`config.mk`:
```
export PLATFORM = sky130hd
export DESIGN_NAME = signed_binary_to_decimal_text_core
export DESIGN_NICKNAME = d
export VERILOG_FILES = /design/src/hw/rtl/sbdt_pkg.sv /design/src/hw/rtl/sbdt_bcd_shift.sv /design/src/hw/rtl/signed_binary_to_decimal_text_core.sv
export SDC_FILE = /design/constraint.sdc
export NUM_CORES = 1
export LEC_CHECK = 0
export BUFFER_PORTS_ARGS = -buffer_cell sky130_fd_sc_hd__buf_4
export CAP_MARGIN = 15
export CORE_UTILIZATION = 30
export DETAILED_ROUTE_END_ITERATION = 8
export PLACE_DENSITY_LB_ADDON = 0.25
export SKIP_LAST_GASP = 1
export SYNTH_ARGS = -nofsm -noshare
export SYNTH_HDL_FRONTEND = slang
export SYNTH_SLANG_ARGS = --single-unit
```
`constraint.sdc`:
```
create_clock -name clk -period 8.3 [get_ports clk]
set_input_delay 0.415 -clock clk [delete_from_list [all_inputs] [get_ports clk]]
set_output_delay 0.415 -clock clk [all_outputs]
set_load 0.005 [all_outputs]
```
`src/hw/rtl/sbdt_pkg.sv`:
```
// ----------------------------------------------------------------------------
// sbdt_pkg
// Shared types and constants for the signed binary to decimal text core.
// ----------------------------------------------------------------------------
package sbdt_pkg;

  localparam int IN_WIDTH   = 64;
  localparam int CHAR_WIDTH = 6;

  localparam logic [CHAR_WIDTH-1:0] CH_MINUS = 6'd45;
  localparam logic [CHAR_WIDTH-1:0] CH_ZERO  = 6'd48;

  typedef enum logic [2:0] {
    ST_IDLE,
    ST_CONV,
    ST_SIGN,
    ST_EMIT
  } state_t;

  typedef enum logic [1:0] {
    BCD_HOLD,
    BCD_CLEAR,
    BCD_DABBLE,
    BCD_SHIFT_DIGIT
  } bcd_op_t;

endpackage

```
`src/hw/rtl/sbdt_bcd_shift.sv`:
```
// ----------------------------------------------------------------------------
// sbdt_bcd_shift
// BCD shift register: add-3 and shift one binary bit in per cycle while op is
// BCD_DABBLE, then shift decimal digits out from the most significant end.
// ----------------------------------------------------------------------------
module sbdt_bcd_shift #(
  parameter int NDIG = 19
) (
  input  logic             clk,
  input  sbdt_pkg::bcd_op_t op,
  input  logic             bit_in,
  output logic [3:0]       top_digit
);
  import sbdt_pkg::*;

  logic [4*NDIG-1:0] bcd_r;
  logic [4*NDIG-1:0] bcd_nxt;
  logic [4*NDIG-1:0] adj;

  always_comb begin
    for (int i = 0; i < NDIG; i++) begin
      if (bcd_r[4*i +: 4] >= 4'd5) begin
        adj[4*i +: 4] = bcd_r[4*i +: 4] + 4'd3;
      end else begin
        adj[4*i +: 4] = bcd_r[4*i +: 4];
      end
    end
  end

  always_comb begin
    unique case (op)
      BCD_HOLD:        bcd_nxt = bcd_r;
      BCD_CLEAR:       bcd_nxt = '0;
      BCD_DABBLE:      bcd_nxt = {adj[4*NDIG-2:0], bit_in};
      BCD_SHIFT_DIGIT: bcd_nxt = {bcd_r[4*NDIG-5:0], 4'd0};
      default:         bcd_nxt = bcd_r;
    endcase
  end

  always_ff @(posedge clk) begin
    bcd_r <= bcd_nxt;
  end

  assign top_digit = bcd_r[4*NDIG-1 -: 4];

endmodule

```
`src/hw/rtl/signed_binary_to_decimal_text_core.sv`:
```
// ----------------------------------------------------------------------------
// signed_binary_to_decimal_text_core
// Converts a signed two's-complement value to its decimal ASCII text, one
// character per beat: optional minus sign, then digits without leading zeros.
// ----------------------------------------------------------------------------
//  channel   ports                               handshake
//  input     in_value                            start & !busy
//  result    out_character, out_last             out_valid strobe, one cycle
//
//  a value runs the shift-add-3 pass, one bit a cycle, then emits a minus
//  sign if negative, then the digit shift-out, one digit a cycle
//  busy is high from accept until the last character has been strobed
//  rst_n is synchronous, active low, and returns the core to idle
//  results cannot be stalled; each beat is valid for exactly one cycle
// ----------------------------------------------------------------------------
module signed_binary_to_decimal_text_core #(
  parameter int VALUE_WIDTH = 64
) (
  input  logic                                 clk,
  input  logic                                 rst_n,
  input  logic                                 start,
  output logic                                 busy,
  input  logic signed [sbdt_pkg::IN_WIDTH-1:0] in_value,
  output logic                                 out_valid,
  output logic [sbdt_pkg::CHAR_WIDTH-1:0]      out_character,
  output logic                                 out_last
);
  import sbdt_pkg::*;

  localparam int NDIG   = ((VALUE_WIDTH - 1) * 30103) / 100000 + 1;
  localparam int BCNT_W = $clog2(VALUE_WIDTH);
  localparam int DCNT_W = $clog2(NDIG + 1);

  state_t state_r, state_nxt;
  logic [VALUE_WIDTH-1:0] mag_r, mag_nxt;
  logic [BCNT_W-1:0]      bcnt_r, bcnt_nxt;
  logic [DCNT_W-1:0]      dcnt_r, dcnt_nxt;
  logic                   neg_r, neg_nxt;
  logic                   started_r, started_nxt;
  logic [VALUE_WIDTH-1:0] v_in;
  bcd_op_t                op;
  logic [3:0]             top_digit;

  assign v_in = in_value[VALUE_WIDTH-1:0];

  sbdt_bcd_shift #(
    .NDIG (NDIG)
  ) u_bcd (
    .clk       (clk),
    .op        (op),
    .bit_in    (mag_r[VALUE_WIDTH-1]),
    .top_digit (top_digit)
  );

  always_comb begin
    state_nxt     = state_r;
    mag_nxt       = mag_r;
    bcnt_nxt      = bcnt_r;
    dcnt_nxt      = dcnt_r;
    neg_nxt       = neg_r;
    started_nxt   = started_r;
    op            = BCD_HOLD;
    out_valid     = 1'b0;
    out_character = CH_ZERO;
    out_last      = 1'b0;
    unique case (state_r)
      ST_IDLE: begin
        if (start) begin
          neg_nxt     = v_in[VALUE_WIDTH-1];
          mag_nxt     = v_in[VALUE_WIDTH-1] ? (~v_in + 1'b1) : v_in;
          bcnt_nxt    = BCNT_W'(VALUE_WIDTH - 1);
          dcnt_nxt    = DCNT_W'(NDIG);
          started_nxt = 1'b0;
          op          = BCD_CLEAR;
          state_nxt   = ST_CONV;
        end
      end
      ST_CONV: begin
        op       = BCD_DABBLE;
        mag_nxt  = {mag_r[VALUE_WIDTH-2:0], 1'b0};
        bcnt_nxt = bcnt_r - 1'b1;
        if (bcnt_r == '0) begin
          state_nxt = neg_r ? ST_SIGN : ST_EMIT;
        end
      end
      ST_SIGN: begin
        out_valid     = 1'b1;
        out_character = CH_MINUS;
        state_nxt     = ST_EMIT;
      end
      ST_EMIT: begin
        op       = BCD_SHIFT_DIGIT;
        dcnt_nxt = dcnt_r - 1'b1;
        if (started_r || top_digit != 4'd0 || dcnt_r == DCNT_W'(1)) begin
          out_valid     = 1'b1;
          out_character = CH_ZERO + {2'b00, top_digit};
          out_last      = (dcnt_r == DCNT_W'(1));
          started_nxt   = 1'b1;
        end
        if (dcnt_r == DCNT_W'(1)) begin
          state_nxt = ST_IDLE;
        end
      end
      default: begin
        state_nxt = ST_IDLE;
      end
    endcase
  end

  always_ff @(posedge clk) begin
    if (!rst_n) begin
      state_r <= ST_IDLE;
    end else begin
      state_r <= state_nxt;
    end
  end

  always_ff @(posedge clk) begin
    mag_r     <= mag_nxt;
    bcnt_r    <= bcnt_nxt;
    dcnt_r    <= dcnt_nxt;
    neg_r     <= neg_nxt;
    started_r <= started_nxt;
  end

  assign busy = (state_r != ST_IDLE);

endmodule

```
==> results of run 1 <==
[sequential cells by signal, indices dropped and copies added (netlist names)]
name         count
mag_r           64
bcnt_r           6
dcnt_r           5
neg_r            1
state_r          2
u_bcd.bcd_r     76
started_r        1
[cells in the mapped netlist, types with 15 or more instances]
| cell | n | area (um2) |
|---|---|---|
| or4_1 | 19 | 143 |
| inv_1 | 57 | 214 |
| clkbuf_1 | 52 | 195 |
| xor2_1 | 26 | 228 |
| nor3b_1 | 20 | 150 |
| a21oi_1 | 72 | 360 |
| nand3_1 | 28 | 140 |
| o31ai_1 | 15 | 113 |
| edfxtp_1 | 153 | 4590 |
| ha_1 | 50 | 626 |
| a311oi_1 | 15 | 131 |
| nand2b_1 | 21 | 131 |
| nor2_1 | 101 | 379 |
| o21ai_0 | 64 | 320 |
| xnor2_1 | 32 | 280 |
| nor3_1 | 39 | 195 |
| nand2_1 | 166 | 623 |
| a211oi_1 | 35 | 263 |
[placed cells by master (no fill, tap or decap), types with 28 or more instances in the layout]
| cell type | instances |
|---|---|
| buf_4 | 80 |
| nand3_1 | 28 |
| inv_1 | 57 |
| o21ai_0 | 63 |
| nand2_1 | 164 |
| xnor2_1 | 32 |
| nor3_1 | 39 |
| a211oi_1 | 35 |
| ha_1 | 49 |
| nor2_1 | 101 |
| edfxtp_1 | 153 |
| a21oi_1 | 72 |
[final timing paths]
| path | to | startpoint |
|---|---|---|
| setup / recovery | u_bcd.bcd_r[7] | state_r[0] |
| hold / removal | state_r[1] | rst_n |
| setup reg to reg | u_bcd.bcd_r[7] | state_r[0] |
| hold reg to reg | mag_r[35] | mag_r[34] |
[per-layer routing]
metal	part of all wire	track usage	routed length (um)
met1	0.50	0.200	12900
met2	0.45	0.228	11700
met3	0.037	0.0248	962
met4	0.0084	0.0406	217
met5	0	0	0
[final cells by class]
type,instances,share of cell area
clock buffer,20,0.0360
clock inverter,10,0.00640
inverter,57,0.0177
multi-input combinational,879,0.461
sequential,155,0.383
tap,455,0.0470
timing repair buffer,80,0.0496
[stage by stage]
step,instance area (um2),std cells,total power [mW]
2_1_floorplan,10600,1153,3.15
3_3_place_gp,11600,1626,3.60
3_5_place_dp,11600,1626,3.64
4_1_cts,12100,1656,4.38
5_1_grt,12100,1656,4.71
6_report,12100,1656,4.34
[critical path, stage by stage (launching register included)]
cell and delay [ns]:
dfxtp_1 0.46, inv_1 0.12, ha_1 0.30, nand3b_1 0.17
and2_2 0.16, buf_4 0.70, nand2_4 0.78
[power groups by stage]
stage | combinational (mW) | clock [mW] | sequential (mW)
2_1_floorplan | 1.44 | 0 | 1.71
3_3_place_gp | 1.85 | 0 | 1.76
3_5_place_dp | 1.88 | 0 | 1.76
4_1_cts | 1.89 | 0.747 | 1.75
5_1_grt | 2.13 | 0.775 | 1.80
6_report | 1.86 | 0.732 | 1.75
[kinds of logic (layout without fill, tap and decap cells)]
kind of cell,after synthesis,count (layout),share of synthesized area
multiplexers,21,21,0.0207
AO/OA/AOI/OAI,265,265,0.163
AND/OR/NAND/NOR,484,484,0.230
flip-flops,155,155,0.436
other,1,1,0.000353
adder cells (fa/ha/maj),50,50,0.0588
XOR/XNOR,58,58,0.0478
buffers and inverters,119,167,0.0439
==> summary.txt, run 1 <==
Run status
  • Outcome: complete, no violations

Synthesis
  • Ys async rst share: 0
  • Synth Area per Inst: 9.22 um2
  • Syn nets: 1270
  • Main synth FF type: edfxtp_1
  • Distinct cells, synth: 71
  • Gate Count Post-Synth: 1153
  • Seq/Total Area, Yosys: 0.436
  • Number of synthesized register bits: 155
  • Post-synth EDFFs: 153
  • Post-Syn Area: 0.0106 mm2
  • Synthesis warning total: 0

Place
  • Count of input and output buffers: 74
  • Placer congestion estimate: 0.802
  • Place WS: 4.82 ns
  • Detail Placement HPWL: 16600 um

GRT
  • Vias in the first global route: 8211
  • Gr usage total: 0.144
  • Pin count of the biggest net entering global routing: 87
  • Antenna violations before repair: 0
  • Global-route wire length before repair: 42100 um
  • Grt ovf: 0

Floorplan
  • Core ar.: 0.0347 mm2
  • Area of the die: 0.0362 mm2
  • Die Wd: 190 um
  • Row count: 68
  • Initial Utilization: 0.306
  • Die H: 190 um
  • Ports: 76

Clock network
  • Clock Sinks: 155
  • Clock tree buffer depth: 2
  • CTS tree: yes
  • Root buf cell: clkbuf_16
  • # H-tree levels: 4
  • CTS buffer count: 17
  • # Post-CTS Setup Buffers: 0
  • Hold_buf cts: 0
  • Clk_lat worst skew: 0.43 ns
  • Resize count post-CTS: 0
  • Register clock-pin slew on the reported worst setup and hold paths: 0.06 ns

Critical path
  • CP Capture Type: flip-flop
  • Register-to-Register Setup Slack: 5.07 ns
  • CP arrival: 3.16 ns
  • CP required: 8.23 ns
  • WS Path Type: flip-flop to flip-flop
  • R2r worst-path depth: 6
  • CP max FO: 86
  • Critical path launch point type: flip-flop

Min path
  • HP Class: input port to flip-flop
  • Hold path cells: 2

Routing
  • Detailed Routing Iterations Pass 1: 4
  • WL final: 25700 um
  • Detailed-route DRC error count: 0
  • Initial DRC Count: 639
  • Vias per cell: 5.24
  • Post-route ant nets: 0
  • Wirelength per Cell: 15.5 um
  • Vias: 8684

STA
  • Final setup fails: 0
  • Worst hold margin: 0.217 ns
  • Fin. Hold Viols: 0
  • F_max: 310 MHz
  • Fin crit share: 0.389
  • Min setup slack post-route: 5.07 ns
  • RSZ-0062 raised after global routing: no
  • Skew final: 0.0108 ns
  • Total negative slack: 0 ns
  • Slew Viols, Final: 0
  • Slew @ Worst Pin: 1.05 ns
  • Final min period: 3.23 ns
  • Headroom to the max-slew limit: 0.296

Cells and area
  • ANT cells: 0
  • Area added between synthesis and finish: 13.9%
  • Finished Core Util: 0.349
  • Layout filler cell count: 3573
  • Multi-input logic area: 0.00558 mm2
  • Layout cell share with drive strength beyond 1: 0.116
  • Final nets: 1307
  • Sequential cell area: 0.00463 mm2

Pwr
  • NetSw: 1.78 mW
  • Clk pwr share: 0.169
  • Sw Share: 0.410
  • Max VDD drop: 207 uV
  • Internal power: 2.56 mW
  • P_leak: 4.28 nW
  • P per Cell Area: 358 mW/mm2
  • Seq pwr share: 0.403
  • Logic gate share of total power: 0.428

Run
  • Max cap viols: 0
No activity file was read; power rests on OpenSTA's default activity.
==> run 2, diff against run 1 <==
Clock period 8.3 ns to 2.6 ns, I/O delays scaled along.
==> summary.txt, run 2 (synthesis results as in run 1) <==
Run status
  • Outcome: complete, no violations

Clock network
  • CTS buffer count: 17 (unchanged)
  • # Post-CTS Setup Buffers: 0 (unchanged)
  • Clock tree buffer depth: 2 (unchanged)
  • Clk_lat worst skew: 0.44 ns (about the same)
  • Clock Sinks: 155 (unchanged)
  • Register clock-pin slew on the reported worst setup and hold paths: 0.06 ns (about the same)
  • Hold_buf cts: 1 (+1)
  • Root buf cell: clkbuf_16
  • Resize count post-CTS: 0 (unchanged)
  • # H-tree levels: 4 (unchanged)
  • CTS tree: yes

Critical path
  • Critical path launch point type: flip-flop
  • CP arrival: 2.25 ns (-0.91 ns)
  • CP max FO: 4 (-95%)
  • WS Path Type: flip-flop to primary output
  • CP Capture Type: primary output
  • CP required: 2.47 ns (-5.76 ns)

STA
  • Slew Viols, Final: 0 (unchanged)
  • Headroom to the max-slew limit: 0.391 (+0.0942)
  • RSZ-0062 raised after global routing: no
  • Final setup fails: 0 (unchanged)
  • Fin crit share: 0.916
  • Skew final: 0.00645 ns (-0.00433 ns)
  • F_max: 420 MHz
  • Final min period: 2.38 ns
  • Slew @ Worst Pin: 0.913 ns (-0.141 ns)
  • Fin. Hold Viols: 0 (unchanged)

Pwr
  • P per Cell Area: 1140 mW/mm2 (+220%)
  • NetSw: 5.78 mW (+230%)
  • Logic gate share of total power: 0.447 (+0.019)
  • Seq pwr share: 0.393 (-0.010)
  • P_leak: 4.46 nW (+4.2%)
  • Power Total: 14.1 mW (+230%)
  • Internal power: 8.36 mW (+230%)
  • Clk pwr share: 0.160 (-0.009)
  • Max VDD drop: 617 uV (+200%)
  • Sw Share: 0.409 (-0.00117)

Place
  • Dpl cells: 1655 (+1.8%)
  • Count of input and output buffers: 74 (unchanged)
  • Detail Placement HPWL: 17800 um (+7.2%)
  • Placer congestion estimate: 0.852 (+6.2%)

Routing
  • Post-route ant nets: 0 (unchanged)
  • Detailed Routing Iterations Pass 1: 6 (+2)
  • Detailed-route DRC error count: 0 (unchanged)
  • Initial DRC Count: 581 (-9.1%)
  • WL final: 26100 um (+1.4%)
  • Vias: 8848 (+1.9%)
  • Vias per cell: 5.24 (about the same)
  • Wirelength per Cell: 15.4 um (-0.50%)

Cells and area
  • Max reg flops: 76 (unchanged)
  • Final Non-Filler Cells: 1687 (+1.9%)
  • Layout cell share with drive strength beyond 1: 0.144 (+0.0279)
  • Area added between synthesis and finish: 17.0%
  • Reg with most FFs: u_bcd.bcd_r
  • Final nets: 1337 (+2.3%)
  • Top Registers: u_bcd.bcd_r x76, mag_r x64, bcnt_r x6
  • Layout filler cell count: 3568 (-0.14%)
  • Most frequent cells in the layout: nand2_1 (164), edfxtp_1 (153), nor2_1 (101), buf_4 (101), a21oi_1 (72)
  • ANT cells: 0 (unchanged)
  • Commonest non-fill, non-tap cell in the layout: nand2_1

GRT
  • Pin count of the biggest net entering global routing: 126 (+45%)
  • Grt ovf: 0 (unchanged)
  • Vias in the first global route: 8476 (+3.2%)
  • Gr usage total: 0.147 (+0.00306)
  • Antenna violations before repair: 0 (unchanged)
  • Global-route wire length before repair: 43100 um (+2.3%)

Floorplan
  • Initial Utilization: 0.306 (unchanged)
  • Die Wd: 190 um (unchanged)
  • Area of the die: 0.0362 mm2 (unchanged)
  • Row count: 68 (unchanged)
  • Core ar.: 0.0347 mm2 (unchanged)
  • Die H: 190 um (unchanged)
  • Ports: 76 (unchanged)

Min path
  • HP Class: input port to flip-flop

Run
  • Max cap viols: 0 (unchanged)
-- run 2: cell count changes in the layout (fill, tap and decap cells not counted), sizes merged --
cell         before  now
buf              80  109
bufinv            1    0
clkbuf           20   18
clkinv            6    9
clkinvlp          2    3
dlygate4sd3       0    1
-- run 2: layout make-up --
| class | count | area [um2] | share of cell area |
|---|---|---|---|
| clock buffers | 18 | 429 | 0.0345 |
| clock inverters | 13 | 80.1 | 0.00644 |
| inverters | 57 | 214 | 0.0172 |
| multi-input cells | 879 | 5580 | 0.449 |
| flip-flops and latches | 155 | 4640 | 0.373 |
| well taps | 455 | 569 | 0.0458 |
| repair buffers | 110 | 928 | 0.0746 |
-- run 2: critical path, stage by stage, from the launching register on --
cell and delay (ns):
edfxtp_1 0.44, inv_1 0.11, ha_1 0.17, nor4b_1 0.45, a21oi_1 0.21, or2_2 0.30
buf_4 0.13
-- run 2: path summary, 6_finish.rpt --
check,from,to,slack [ns],cells past startpoint
worst max register to register,state_r[0],u_bcd.bcd_r[47],0.34,7
worst max-delay path,u_bcd.bcd_r[72],out_valid,0.22,6
worst min-delay path,in_value[0],mag_r[0],0.07,3
worst min register to register,mag_r[1],mag_r[2],0.52,2
-- run 2: through the flow --
step                      setup slack (ns)  setup TNS, ns  hold slack [ns]  cell area [um2]  utilization
after floorplan                   -0.00128        -0.0898            0.229            10700            -
after global placement               0.227              0            0.368            11900        0.343
after detailed placement             0.105              0            0.374            11900        0.343
after CTS                            0.207              0           0.0642            12400        0.358
after global routing               0.00825              0           0.0798            12400        0.358
final                                0.219              0           0.0696            12400        0.358
-- run 2: metal layers --
| metal | vias up | global-route usage | share of wire |
|---|---|---|---|
| met2 | 213 | 0.236 | 0.46 |
| met1 | 4228 | 0.200 | 0.48 |
| met5 | - | 0 | 0 |
| met3 | 19 | 0.0269 | 0.046 |
| li1 | 4388 | - | - |
| met4 | 0 | 0.0425 | 0.011 |
-- run 2: power groups by stage --
stage          clock (mW)  combinational (mW)  sequential [mW]
3_3_place_gp            0                6.28             5.59
6_report             2.26                6.32             5.56
4_1_cts              2.31                6.42             5.57
5_1_grt              2.41                7.21             5.75
3_5_place_dp            0                6.37             5.60
2_1_floorplan           0                4.68             5.31
==> run 3, diff against run 2 <==
==> constraint.sdc (replaced) <==
create_clock -name clk -period 2.6 [get_ports clk]
set_input_delay 0.39 -clock clk [delete_from_list [all_inputs] [get_ports clk]]
set_output_delay 0.39 -clock clk [all_outputs]
set_load 0.005 [all_outputs]
==> summary.txt, run 3 (synthesis results as in run 1) <==
STA
  • Fin. Hold Viols: 0 (unchanged)
  • Final min period: 2.43 ns (+0.0497 ns)
  • Headroom to the max-slew limit: 0.651 (+0.260)
  • Fin crit share: 0.935 (+0.0191)
  • Min setup slack post-route: 0.170 ns (-0.0497 ns)
  • RSZ-0062 raised after global routing: no
  • Slew Viols, Final: 0 (unchanged)
  • F_max: 411 MHz (-2.0%)
  • Skew final: 0.0121 ns (+0.00560 ns)
  • Final setup fails: 0 (unchanged)
  • Slew @ Worst Pin: 0.524 ns (-0.389 ns)
  • Worst hold margin: 0.188 ns (+0.118 ns)

Critical path
  • Slowest stage delay, CP: 0.45 ns (about the same)
  • Delay-heaviest family, CP: simple AND/OR/NAND/NOR gates
  • Buffers & Inverters on Critical Path: 2 (unchanged)
  • CP Capture Type: primary output
  • Critical Path, Cell by Cell: inv_1 -> ha_1 -> nor4b_2 -> a21oi_1 -> or2_2 -> buf_4
  • WS Path Type: flip-flop to primary output
  • Critical path launch point type: flip-flop
  • CP required: 2.21 ns (-0.26 ns)
  • CP arrival: 2.04 ns (-0.21 ns)
  • CP max-delay cell: edfxtp_1
  • CP max FO: 4 (unchanged)

Place
  • Place WS: -0.0628 ns (-0.167 ns)
  • Placer congestion estimate: 0.848 (-0.48%)
  • Count of input and output buffers: 74 (unchanged)
  • Post-DP Area: 0.0121 mm2 (+1.1%)
  • Detail Placement HPWL: 18000 um (+1.2%)

Pwr
  • Max VDD drop: 680 uV (+10%)
  • Seq pwr share: 0.380 (-0.013)
  • Logic gate share of total power: 0.429 (-0.018)
  • NetSw: 5.81 mW (+0.53%)
  • P_leak: 4.61 nW (+3.4%)
  • Sw Share: 0.397 (-0.0119)
  • Clk pwr share: 0.191 (+0.031)
  • Power Total: 14.6 mW (+3.5%)
  • Internal power: 8.83 mW (+5.6%)
  • P per Cell Area: 1150 mW/mm2 (+1.4%)

Floorplan
  • Area of the die: 0.0362 mm2 (unchanged)
  • Initial Utilization: 0.306 (unchanged)
  • Core ar.: 0.0347 mm2 (unchanged)
  • Ports: 76 (unchanged)
  • Row count: 68 (unchanged)
  • Die Wd: 190 um (unchanged)
  • Die H: 190 um (unchanged)

Cells and area
  • Final instance area: 0.0127 mm2 (+2.1%)
  • Top Registers: u_bcd.bcd_r x76, mag_r x64, bcnt_r x6
  • Layout cell share with drive strength beyond 1: 0.161 (+0.0170)
  • Finished Core Util: 0.366 (+0.00764)
  • ANT cells: 0 (unchanged)
  • Commonest non-fill, non-tap cell in the layout: nand2_1
  • Most frequent cells in the layout: nand2_1 (164), edfxtp_1 (153), buf_4 (121)
  • Reg with most FFs: u_bcd.bcd_r
  • Layout filler cell count: 3529 (-1.1%)
  • Final nets: 1355 (+1.3%)
  • Area added between synthesis and finish: 19.5%
  • Max reg flops: 76 (unchanged)

Clock network
  • Clock Sinks: 155 (unchanged)
  • # H-tree levels: 4 (unchanged)
  • Hold_buf cts: 0 (-1)
  • Register clock-pin slew on the reported worst setup and hold paths: 0.07 ns (about the same)
  • Clk_lat worst skew: 0.44 ns (about the same)
  • Root buf cell: clkbuf_16
  • Clock tree buffer depth: 2 (unchanged)
  • CTS buffer count: 17 (unchanged)
  • CTS tree: yes

GRT
  • Antenna violations before repair: 0 (unchanged)
  • Vias in the first global route: 8690 (+2.5%)
  • Global-route wire length before repair: 44000 um (+2.1%)
  • Grt ovf: 0 (unchanged)
  • Pin count of the biggest net entering global routing: 125 (-0.79%)
  • Gr usage total: 0.150 (+0.00367)

Routing
  • Detailed Routing Iterations Pass 1: 5 (-1)
  • Post-route ant nets: 0 (unchanged)
  • Wirelength per Cell: 15.4 um (-0.18%)
  • Initial DRC Count: 669 (+15%)
  • Detailed-route DRC error count: 0 (unchanged)
  • WL final: 26300 um (+0.94%)
  • Vias: 8886 (+0.43%)
  • Vias per cell: 5.21 (-0.69%)

Min path
  • HP Class: input port to flip-flop

Run
  • Max cap viols: 0 (unchanged)

Run status
  • Outcome: complete, no violations
-- run 3: cell count changes in the layout (fill, tap and decap cells not counted), sizes merged --
cell,change
clkinv,-4
bufinv,+5
clkinvlp,-1
buf,+19
inv,+1
dlygate4sd3,-1
-- run 3: worst paths after layout --
kind / start / cells past startpoint / end / slack, ns
setup / recovery: u_bcd.bcd_r[72] / 6 / out_valid / 0.17
hold / removal: rst_n / 2 / state_r[1] / 0.19
setup reg to reg: state_r[0] / 7 / u_bcd.bcd_r[44] / 0.43
hold reg to reg: mag_r[1] / 2 / mag_r[2] / 0.53
-- run 3: layout make-up --
class / count / area, um2 / area share
clock buffers: 18 / 429 / 0.0338
clock inverters: 14 / 219 / 0.0172
inverters: 57 / 214 / 0.0168
multi-input cells: 879 / 5590 / 0.440
flip-flops and latches: 155 / 4640 / 0.365
well taps: 455 / 569 / 0.0448
repair buffers: 128 / 1050 / 0.0825
-- run 3: through the flow --
stage | instances | TNS (ns)
final | 1706 | 0
after global routing | 1706 | 0
after detailed placement | 1674 | -0.0628
after global placement | 1674 | -0.0439
after CTS | 1706 | 0
after floorplan | 1153 | -0.0898
-- run 3: power groups by stage --
stage,clock (mW),sequential (mW),combinational [mW]
6_report,2.79,5.57,6.28
5_1_grt,2.97,5.76,7.20
4_1_cts,2.87,5.57,6.39
3_3_place_gp,0,5.59,6.26
3_5_place_dp,0,5.59,6.36
2_1_floorplan,0,5.31,4.68
-- run 3: timing repair --
action | 4_1_cts | 5_1_grt
gates resized for setup | 1 | 0
endpoints found under the hold margin | 0 | 0
buffers inserted | 0 | 0
endpoints found under the setup margin | 1 | 0
-- run 3: per-layer routing --
layer  track usage  wire length (um)  up-vias
met4        0.0446               295        0
li1              -                 -     4426
met2         0.239             12100      175
met1         0.209             12900     4268
met3        0.0252               969       17
met5             0                 0        -
